File: config.mk
export PLATFORM = sky130hd
export DESIGN_NAME = beam_break_baseline_detector
export DESIGN_NICKNAME = d
export VERILOG_FILES = /design/src/hw/rtl/bbbd_pkg.sv /design/src/hw/rtl/beam_break_baseline_detector.sv
export SDC_FILE = /design/constraint.sdc
export NUM_CORES = 1
export LEC_CHECK = 0
export ABC_AREA = 1
export BUFFER_PORTS_ARGS = -buffer_cell sky130_fd_sc_hd__buf_4
export CAP_MARGIN = 0
export CORE_ASPECT_RATIO = 1.5
export CORE_MARGIN = 5
export CORE_UTILIZATION = 50
export DETAILED_ROUTE_END_ITERATION = 8
export GPL_TIMING_DRIVEN = 1
export PLACE_DENSITY_LB_ADDON = 0.1
export SYNTH_ARGS = -nofsm -noshare
export SYNTH_HDL_FRONTEND = slang
export SYNTH_SLANG_ARGS = --single-unit
File: constraint.sdc
create_clock -name clk -period 25.2 [get_ports clk]
set_clock_uncertainty 0.1 [all_clocks]
set_input_delay 2.52 -clock clk [delete_from_list [all_inputs] [get_ports clk]]
set_output_delay 2.52 -clock clk [all_outputs]
set_load 0.02 [all_outputs]
File: src/hw/rtl/bbbd_pkg.sv
// ----------------------------------------------------------------------------
// bbbd_pkg
// Types and constants shared by the beam-break baseline detector.
// ----------------------------------------------------------------------------
`default_nettype none

package bbbd_pkg;

  localparam int SAMPLE_BITS    = 10;
  localparam int DIFF_BITS      = 11;
  localparam int STRENGTH_BITS  = 11;
  localparam int SHIFT_BITS     = 4;
  localparam int CFG_IDX_BITS   = 3;
  localparam int CFG_DATA_BITS  = 11;
  localparam int SLOW_SHIFT     = 10;
  localparam int DIFF_LIMIT     = 1023;
  localparam int STRENGTH_LIMIT = 2047;

  // Reset values of the configuration registers
  localparam int DELTA_ON_RST   = 40;
  localparam int DELTA_OFF_RST  = 20;
  localparam int BASE_SHIFT_RST = 6;
  localparam int BROKEN_THR_RST = 30;

  typedef enum logic [1:0] {
    CMD_UPDATE  = 2'd0,
    CMD_CAPTURE = 2'd1,
    CMD_START   = 2'd2,
    CMD_NONE    = 2'd3
  } cmd_t;

  typedef enum logic [CFG_IDX_BITS-1:0] {
    REG_DELTA_ON    = 3'd0,
    REG_DELTA_OFF   = 3'd1,
    REG_BASE_SHIFT  = 3'd2,
    REG_DIFF_INVERT = 3'd3,
    REG_BROKEN_THR  = 3'd4
  } reg_idx_t;

  typedef struct packed {
    logic [1:0]             cmd;
    logic [SAMPLE_BITS-1:0] sample;
  } in_word_t;

  typedef struct packed {
    logic signed [DIFF_BITS-1:0] difference;
    logic [STRENGTH_BITS-1:0]    strength;
    logic                        broken;
    logic                        latched;
  } out_word_t;

endpackage

`default_nettype wire

File: src/hw/rtl/beam_break_baseline_detector.sv
// The input register takes each accepted input word; its result word goes to
// the result register and out_, and waits there while out_stall holds it.
// Throughput: one word per cycle when out_stall is low; the baseline update is
// combinational between the input register and the result register.
// Reset (rst_n low, synchronous): baseline, stored difference, idle offset and
// hysteresis latch clear, configuration registers return to their defaults.
// ----------------------------------------------------------------------------
// beam_break_baseline_detector
// Adaptive baseline with hysteresis latch and beam-break strength detection.
// ----------------------------------------------------------------------------
`default_nettype none

module beam_break_baseline_detector (
  input  wire logic                                clk,
  input  wire logic                                rst_n,
  input  wire logic                                in_valid,
  output logic                                     in_stall,
  input  wire bbbd_pkg::in_word_t                  in_data,
  output logic                                     out_valid,
  input  wire logic                                out_stall,
  output bbbd_pkg::out_word_t                      out_data,
  input  wire logic                                cfg_valid,
  output logic                                     cfg_ready,
  input  wire logic [bbbd_pkg::CFG_IDX_BITS-1:0]   cfg_index,
  input  wire logic [bbbd_pkg::CFG_DATA_BITS-1:0]  cfg_data
);

  localparam int SW = bbbd_pkg::SAMPLE_BITS;
  localparam int DW = bbbd_pkg::DIFF_BITS;
  localparam int WW = SW + 1;  // working width of sample differences

  // Configuration registers
  logic [9:0]                          delta_on_r;
  logic [9:0]                          delta_off_r;
  logic [bbbd_pkg::SHIFT_BITS-1:0]     base_shift_r;
  logic                                diff_invert_r;
  logic [bbbd_pkg::STRENGTH_BITS-1:0]  broken_thr_r;

  // Block state
  logic [SW-1:0]        baseline_r, baseline_nxt;
  logic signed [DW-1:0] last_diff_r, last_diff_nxt;
  logic signed [DW-1:0] idle_off_r, idle_off_nxt;
  logic                 idle_valid_r, idle_valid_nxt;
  logic                 latch_r, latch_nxt;

  // Pipeline
  bbbd_pkg::in_word_t  s1_r;
  logic                s1_v_r, s1_v_nxt;
  bbbd_pkg::out_word_t out_r, out_nxt;
  logic                out_v_r, out_v_nxt;
  logic                adv;
  logic                in_acc;

  assign adv       = !out_v_r || !out_stall;
  assign in_stall  = s1_v_r && !adv;
  assign in_acc    = in_valid && !in_stall;
  assign s1_v_nxt  = in_acc ? 1'b1 : (adv ? 1'b0 : s1_v_r);
  assign out_v_nxt = adv ? s1_v_r : out_v_r;
  assign cfg_ready = 1'b1;
  assign out_valid = out_v_r;
  assign out_data  = out_r;

  // Datapath
  logic signed [WW-1:0]   smp_s, base_s, base_new_s;
  logic signed [WW-1:0]   now_diff, new_diff, delta, step;
  logic [WW-1:0]          mag;
  logic                   latch_upd;
  logic [bbbd_pkg::SHIFT_BITS-1:0] sh;
  logic [SW-1:0]          base_upd;
  logic signed [31:0]     new_diff_w;
  logic signed [DW-1:0]   diff_clamped;
  logic signed [DW:0]     str_raw;
  logic [DW:0]            str_abs;
  logic [bbbd_pkg::STRENGTH_BITS-1:0] strength;

  always_comb begin
    smp_s      = $signed({1'b0, s1_r.sample});
    base_s     = $signed({1'b0, baseline_r});
    now_diff   = diff_invert_r ? (smp_s - base_s) : (base_s - smp_s);
    mag        = now_diff[WW-1] ? WW'(-now_diff) : WW'(now_diff);
    if (latch_r) begin
      latch_upd = !(mag < WW'(delta_off_r));
    end else begin
      latch_upd = mag > WW'(delta_on_r);
    end
    sh         = latch_upd ? bbbd_pkg::SHIFT_BITS'(bbbd_pkg::SLOW_SHIFT) : base_shift_r;
    delta      = smp_s - base_s;
    // arithmetic shift floors towards minus infinity
    step       = delta >>> sh;
    base_new_s = base_s + step;
    base_upd   = base_new_s[SW-1:0];
    new_diff   = diff_invert_r ? (smp_s - base_new_s) : (base_new_s - smp_s);
    new_diff_w = 32'(new_diff);
    if (new_diff_w > bbbd_pkg::DIFF_LIMIT) begin
      diff_clamped = DW'(bbbd_pkg::DIFF_LIMIT);
    end else if (new_diff_w < -bbbd_pkg::DIFF_LIMIT) begin
      diff_clamped = DW'(-bbbd_pkg::DIFF_LIMIT);
    end else begin
      diff_clamped = new_diff_w[DW-1:0];
    end
  end

  always_comb begin
    baseline_nxt   = baseline_r;
    last_diff_nxt  = last_diff_r;
    idle_off_nxt   = idle_off_r;
    idle_valid_nxt = idle_valid_r;
    latch_nxt      = latch_r;
    if (s1_v_r && adv) begin
      unique case (s1_r.cmd)
        bbbd_pkg::CMD_UPDATE: begin
          latch_nxt     = latch_upd;
          baseline_nxt  = base_upd;
          last_diff_nxt = diff_clamped;
        end
        bbbd_pkg::CMD_CAPTURE: begin
          idle_off_nxt   = last_diff_r;
          idle_valid_nxt = 1'b1;
        end
        bbbd_pkg::CMD_START: begin
          baseline_nxt   = s1_r.sample;
          idle_off_nxt   = '0;
          idle_valid_nxt = 1'b0;
          latch_nxt      = 1'b0;
        end
        default: begin
        end
      endcase
    end
  end

  always_comb begin
    str_raw = idle_valid_nxt ? ((DW+1)'(last_diff_nxt) - (DW+1)'(idle_off_nxt))
                             : (DW+1)'(last_diff_nxt);
    str_abs = str_raw[DW] ? (DW+1)'(-str_raw) : (DW+1)'(str_raw);
    if (str_abs > (DW+1)'(bbbd_pkg::STRENGTH_LIMIT)) begin
      strength = bbbd_pkg::STRENGTH_BITS'(bbbd_pkg::STRENGTH_LIMIT);
    end else begin
      strength = str_abs[bbbd_pkg::STRENGTH_BITS-1:0];
    end
    out_nxt.difference = last_diff_nxt;
    out_nxt.strength   = strength;
    out_nxt.broken     = strength > broken_thr_r;
    out_nxt.latched    = latch_nxt;
  end

  always_ff @(posedge clk) begin
    if (!rst_n) begin
      s1_v_r        <= 1'b0;
      out_v_r       <= 1'b0;
      baseline_r    <= '0;
      last_diff_r   <= '0;
      idle_off_r    <= '0;
      idle_valid_r  <= 1'b0;
      latch_r       <= 1'b0;
      delta_on_r    <= 10'(bbbd_pkg::DELTA_ON_RST);
      delta_off_r   <= 10'(bbbd_pkg::DELTA_OFF_RST);
      base_shift_r  <= bbbd_pkg::SHIFT_BITS'(bbbd_pkg::BASE_SHIFT_RST);
      diff_invert_r <= 1'b0;
      broken_thr_r  <= bbbd_pkg::STRENGTH_BITS'(bbbd_pkg::BROKEN_THR_RST);
    end else begin
      s1_v_r        <= s1_v_nxt;
      out_v_r       <= out_v_nxt;
      baseline_r    <= baseline_nxt;
      last_diff_r   <= last_diff_nxt;
      idle_off_r    <= idle_off_nxt;
      idle_valid_r  <= idle_valid_nxt;
      latch_r       <= latch_nxt;
      if (cfg_valid && cfg_ready) begin
        unique case (cfg_index)
          bbbd_pkg::REG_DELTA_ON:    delta_on_r    <= cfg_data[9:0];
          bbbd_pkg::REG_DELTA_OFF:   delta_off_r   <= cfg_data[9:0];
          bbbd_pkg::REG_BASE_SHIFT:  base_shift_r  <= cfg_data[bbbd_pkg::SHIFT_BITS-1:0];
          bbbd_pkg::REG_DIFF_INVERT: diff_invert_r <= cfg_data[0];
          bbbd_pkg::REG_BROKEN_THR:  broken_thr_r  <= cfg_data;
          default: begin
          end
        endcase
      end
    end
  end

  // Payload registers: hold the word while the stage cannot advance
  always_ff @(posedge clk) begin
    if (in_acc) begin
      s1_r <= in_data;
    end
    if (adv && s1_v_r) begin
      out_r <= out_nxt;
    end
  end

  // Assertions
  a_stall_only_when_full: assert property (@(posedge clk) disable iff (!rst_n)
    in_stall |-> (s1_v_r && out_v_r && out_stall))
    else $error("input stalled while output stage free");

  a_stage_moves: assert property (@(posedge clk) disable iff (!rst_n)
    (s1_v_r && adv) |=> out_v_r)
    else $error("word lost between stages");

  a_idle_offset_clear: assert property (@(posedge clk) disable iff (!rst_n)
    !idle_valid_r |-> (idle_off_r == '0))
    else $error("idle offset set without capture");

  a_start_clears_latch: assert property (@(posedge clk) disable iff (!rst_n)
    (s1_v_r && adv && s1_r.cmd == bbbd_pkg::CMD_START) |=> (!latch_r && !idle_valid_r))
    else $error("start did not clear latch and idle capture");

endmodule

`default_nettype wire

==> results_dict.tcl, run 1 <==
set metrics [dict create \
    run_status "finished clean" \
    hold_class "register to register" \
    synth_edf_count 36 \
    layout_commonest_cell "nand2_1" \
    vias 8326 \
    cts_made_buffers 9 \
    core-area_um2 17800 \
    ctsResizeCount 0 \
    grt_pass1_vias 8032 \
    diodes 0 \
    cts-root-buf "clkbuf_16" \
    hold_violations 0 \
    area_growth_pct 9.22 \
    placed_cell_area_um2 9470 \
    dpl.hpwl_um 20000 \
    peakVddDrop_v 0.0000442 \
    wirelength_um 24600 \
    finalCritPeriodShare_pct 49.1 \
    synth_area_um2 8950 \
    die_w_um 119 \
    setup_violations 0 \
    clkTransAtPathRegs_ns 0.09 \
    cp.arrival_ns 12.39 \
    cp-start-kind "register" \
    drive_above_1_share_pct 9.29 \
    wl_per_cell_um 15.8 \
    syn-num-nets 1426 \
    antenna_found_initial 0 \
    grt_max_degree 41 \
    fin_tns_setup_ns 0 \
    first_pass_iters 5 \
    synth_seq_area_share_pct 28.2 \
    avgViaCountPerCell 5.36 \
    final_area_um2 9770 \
    max_slew_margin_pct 46.5 \
    mostFrequentLayoutCells "nand2_1 (334), inv_1 (200), nand3_1 (105)" \
    drv_slew 0 \
    insertion_delay_ns 0.36 \
    grt-ovfl-total 0 \
    crit_type "register to register" \
    placed_cells 1536 \
    drcViolationCount 0 \
    cts_setup_buffers 0 \
    endpoint_kind "register" \
    power_mw 0.717 \
    ios 58 \
    reg2regPathDepth 80 \
    synth-async-reset-ratio_pct 0 \
    ys_types 51 \
    synth_seq_cells 108 \
    path_max_fanout 28 \
    worst_pin_slew_ns 0.801 \
    row_count 60 \
    yosysWarnings 0 \
    grt.total_usage_pct 23.6 \
    h-tree-depth 3 \
    cts.sinks 108 \
    crit_top_cell "nand2_1" \
    min_path_cells 2 \
    max_freq_mhz 80.8 \
    period_needed_ns 12.38 \
    ant_nets 0 \
    tritoncts "built" \
    synth_top_area_share_pct 16.1 \
    ctsHoldBuffers 0 \
    die_y_um 174 \
    crit_path_max_incr_delay_ns 0.85 \
    io_buffer_count 56 \
    maxCapViolCount 0 \
    ys.flop_type "dfxtp_1" \
    slowest_stage "dfxtp_1" \
    drt_iter0_drc 557 \
    die_area_um2 20700 \
    synthTopCellsByArea "dfxtp_1 (16%), nand2_1 (14%), ha_1 (14%)" \
    rsz0062_at_grt "no" \
    gp_congestion 1.02 \
    layout.cells.non_filler 1552 \
    required_ns 25.21 \
    syn-instance-count 1292 \
    initial_utilization_pct 50.3 \
    p_leak_nw 5.04 \
    grt_pass1_wl_um 39400 \
    power_density_nw_per_um2 73.3 \
    cts_buffer_depth 2 \
    fin_nets 1464 \
    yosys.area.top_type "dfxtp_1" \
    syn_area_per_cell_um2 6.93 \
]
==> worst max-delay path, delay by kind of cell, from the launching register on <==
kind	cells	cell delay, ns
XOR/XNOR	3	0.62
flip-flops	1	0.85
AO/OA/AOI/OAI	14	1.86
adder cells (fa/ha/maj)	8	2.44
AND/OR/NAND/NOR	48	5.34
buffers and inverters	7	0.90
==> cell usage after synthesis, types with 3 or more instances <==
cell type	instances
buf_6	6
nand3_1	105
inv_1	200
nor2_1	86
xor2_1	27
o21ai_1	8
edfxtp_1	36
nand3_2	4
o211ai_1	13
nor3_1	5
a221oi_1	6
a21o_1	4
nand4_1	19
a21oi_1	96
fa_1	6
nand2_2	14
nor2_2	4
o21ai_0	64
nand2_1	334
nor2_4	3
xnor2_1	3
inv_2	6
a31oi_1	3
or2_2	4
clkbuf_1	17
o21ai_2	3
buf_4	5
nand3b_1	10
buf_2	3
dfxtp_1	72
ha_1	97
==> final timing paths <==
kind                           to             from  slack [ns]
hold / removal    broken_thr_r[7]  broken_thr_r[7]        0.36
setup / recovery      out_data[1]    diff_invert_r       12.82
setup reg to reg      out_data[1]    diff_invert_r       12.82
hold reg to reg   broken_thr_r[7]  broken_thr_r[7]        0.36
==> power by group <==
| group | switching (mW) | total, mW | internal [mW] | leakage [nW] |
|---|---|---|---|---|
| Clock | 0.0749 | 0.146 | 0.0711 | 0.149 |
| Sequential | 0.00615 | 0.198 | 0.192 | 0.936 |
| Combinational | 0.242 | 0.373 | 0.131 | 3.96 |
| Total | 0.323 | 0.717 | 0.394 | 5.04 |
==> stage by stage <==
stage	hold slack, ns	worst slack, ns	utilization [%]
after global routing	0.386	11.29	54.9
after global placement	0.351	13.10	53.2
final	0.363	12.82	54.9
after floorplan	0.335	14.81	-
after detailed placement	0.352	12.85	53.2
after CTS	0.365	12.84	54.9
==> final cells by class <==
cell class / count / area [µm²]
Tap cell: 217 / 272
Inverter: 209 / 787
Clock inverter: 7 / 76.3
Multi-Input combinational cell: 944 / 5450
Clock buffer: 9 / 225
Timing Repair Buffer: 58 / 435
Fill cell: 1797 / 8020
Sequential cell: 108 / 2520
==> routing by layer <==
metal  vias to the layer above  part of all wire [%]  global-route usage [%]
met3                        62                   2.7                    2.38
li1                       4277                     -                       -
met1                      3820                    40                    25.5
met4                         0                   4.3                    10.6
met2                       167                    53                    45.5
met5                         -                     0                       0
==> cells by family (layout without fill, tap and decap cells) <==
kind of cell / count (synthesis) / count (layout) / share of synthesized area, %
other: 1 / 1 / 0.0419
and+or+nand+nor: 598 / 598 / 29.7
xor gates and xnor gates: 31 / 31 / 3.12
AOI/OAI and AO/OA: 211 / 211 / 13.2
DFF: 108 / 108 / 28.2
buffers and inverters: 240 / 283 / 10.9
adders and majority gates: 103 / 103 / 14.9
==> sequential cells by signal, indices dropped and copies added, names as in the netlist <==
name,count
base_shift_r,4
baseline_r,10
broken_thr_r,11
delta_off_r,10
delta_on_r,10
diff_invert_r,1
idle_off_r,11
idle_valid_r,1
last_diff_r,11
latch_r,1
out_data,24
out_valid,1
s1_r,12
s1_v_r,1
Power figures use the tool's default switching activity.
==> run 2: changes to the inputs <==
- clock period: 25.2 -> 11.24 ns (I/O delays scaled with it)
==> results_dict.tcl, run 2 (same netlist as run 1, synthesis figures left out) <==
set metrics [dict create \
    drcViolationCount 0 \
    crit_end "out_data[1]" \
    die_area_um2 20700 \
    core-area_um2 17800 \
    mostFrequentLayoutCells "nand2_1 (304), buf_4 (194), inv_1 (189)" \
    drv_slew 0 \
    dpl.hpwl_um 20900 \
    final_core_util_pct 64.4 \
    drt_iter0_drc 375 \
    worst_pin_slew_ns 1.20 \
    ios 58 \
    wirelength_um 26500 \
    internal_power_mw 1.09 \
    rsz0062_at_grt "yes" \
    crit_start "s1_r[0]" \
    grt_pass1_vias 8577 \
    worst-path-buf-inv 10 \
    clock_power_share_pct 18.0 \
    slowest_stage "edfxtp_1" \
    p_leak_nw 5.76 \
    max_freq_mhz 93.5 \
    avgViaCountPerCell 5.27 \
    max_slew_margin_pct 19.7 \
    layout_commonest_cell "nand2_1" \
    r2r-start "s1_r[0]" \
    vias 8911 \
    area_growth_pct 28.1 \
    first_pass_iters 5 \
    reg2reg_setup_slack_ns 0.54 \
    final_area_um2 11500 \
    cp-start-kind "register" \
    tritoncts "built" \
    hold_class "register to register" \
    cts.sinks 108 \
    die_w_um 119 \
    power_density_nw_per_um2 167 \
    initial_utilization_pct 50.3 \
    peakVddDrop_v 0.000136 \
    die_y_um 174 \
    cp_top_family "simple AND/OR/NAND/NOR gates" \
    worst_slack_ns 0.540 \
    insertion_delay_ns 0.37 \
    fin_nets 1603 \
    layout.cells.non_filler 1691 \
    run_status "finished clean" \
    crit_type "register to register" \
    p_sw_share_pct 43.1 \
    placed_cell_area_um2 10300 \
    hold_violations 0 \
    detailedPlace.worstSlack_ns -0.466 \
    grt.total_usage_pct 24.8 \
    maxCapViolCount 0 \
    comb_power_share_pct 58.9 \
    path_max_fanout 5 \
    row_count 60 \
    largest_reg_flops 24 \
    drive_above_1_share_pct 26.4 \
    p_switching_mw 0.824 \
    grt_pass1_wl_um 41200 \
    placed_cells 1652 \
    ant_nets 0 \
    cts_buffer_depth 2 \
    reg2regPathDepth 79 \
    setup_violations 0 \
    grt_max_degree 41 \
    io_buffer_count 56 \
    wl_per_cell_um 15.7 \
    required_ns 11.26 \
    ctsHoldBuffers 0 \
    finalCritPeriodShare_pct 95.2 \
    pwr-share-seq_pct 23.1 \
    endpoint_kind "register" \
    gp_congestion 0.973 \
    antenna_found_initial 0 \
    h-tree-depth 3 \
    cts-root-buf "clkbuf_16" \
    period_needed_ns 10.70 \
    clkTransAtPathRegs_ns 0.08 \
    cts_made_buffers 9 \
    power_mw 1.91 \
    n_fill_cell 1643 \
    path_depth 79 \
    grt-ovfl-total 0 \
    crit_path_max_incr_delay_ns 0.46 \
    crit_top_cell "nand2_1" \
    r2r_end "out_data[1]" \
    diodes 0 \
    cp.arrival_ns 10.72 \
]
run 2: through the flow:
step | setup TNS (ns) | hold WS, ns
final | 0 | 0.364
after CTS | 0 | 0.367
after detailed placement | -0.466 | 0.356
after global placement | -0.294 | 0.350
after floorplan | 0 | 0.335
after global routing | -0.257 | 0.397
run 2: how the worst min path moves through the flow:
stage                     from         endpoint  slack, ns  cells after the start
2_1_floorplan  broken_thr_r[7]  broken_thr_r[7]       0.34                      2
3_3_place_gp   broken_thr_r[7]  broken_thr_r[7]       0.35                      2
3_5_place_dp   broken_thr_r[7]  broken_thr_r[7]       0.36                      2
4_1_cts        broken_thr_r[7]  broken_thr_r[7]       0.37                      2
5_1_grt         delta_off_r[8]   delta_off_r[8]       0.40                      2
6_report       broken_thr_r[7]  broken_thr_r[7]       0.36                      2
run 2: cell type report:
| class | count | area [µm²] | share of cell area [%] |
|---|---|---|---|
| flip-flops and latches | 108 | 2530 | 22.0 |
| multi-input cells | 945 | 6070 | 53.0 |
| clock buffers | 10 | 250 | 2.18 |
| repair buffers | 196 | 1480 | 12.9 |
| inverters | 209 | 792 | 6.91 |
| well taps | 217 | 272 | 2.37 |
| clock inverters | 6 | 70.1 | 0.611 |
run 2: routing by layer:
| metal | wire length, µm | GRT usage (%) | up-vias |
|---|---|---|---|
| li1 | - | - | 4566 |
| met3 | 677 | 3.33 | 81 |
| met4 | 1390 | 13.9 | 0 |
| met2 | 14300 | 46.5 | 173 |
| met5 | 0 | 0 | - |
| met1 | 10200 | 26.3 | 4091 |
run 2: tightest hold or removal path, cell delays in order (launching register included):
cell,delay (ns)
dfxtp_1,0.30
inv_1,0.06
a21oi_1,0.06
run 2: timing repair:
item,4_1_cts,5_1_grt
resized for setup,15,146
endpoints found under the setup margin,1,6
pin swaps,2,54
buffers inserted,1,21
gates cloned,0,1
run 2: power by group through the flow:
stage / Combinational (mW) / Clock (mW) / Sequential [mW]
2_1_floorplan: 0.624 / 0 / 0.458
3_3_place_gp: 0.939 / 0 / 0.450
3_5_place_dp: 0.945 / 0 / 0.450
4_1_cts: 0.961 / 0.353 / 0.441
5_1_grt: 1.25 / 0.365 / 0.444
6_report: 1.12 / 0.344 / 0.441
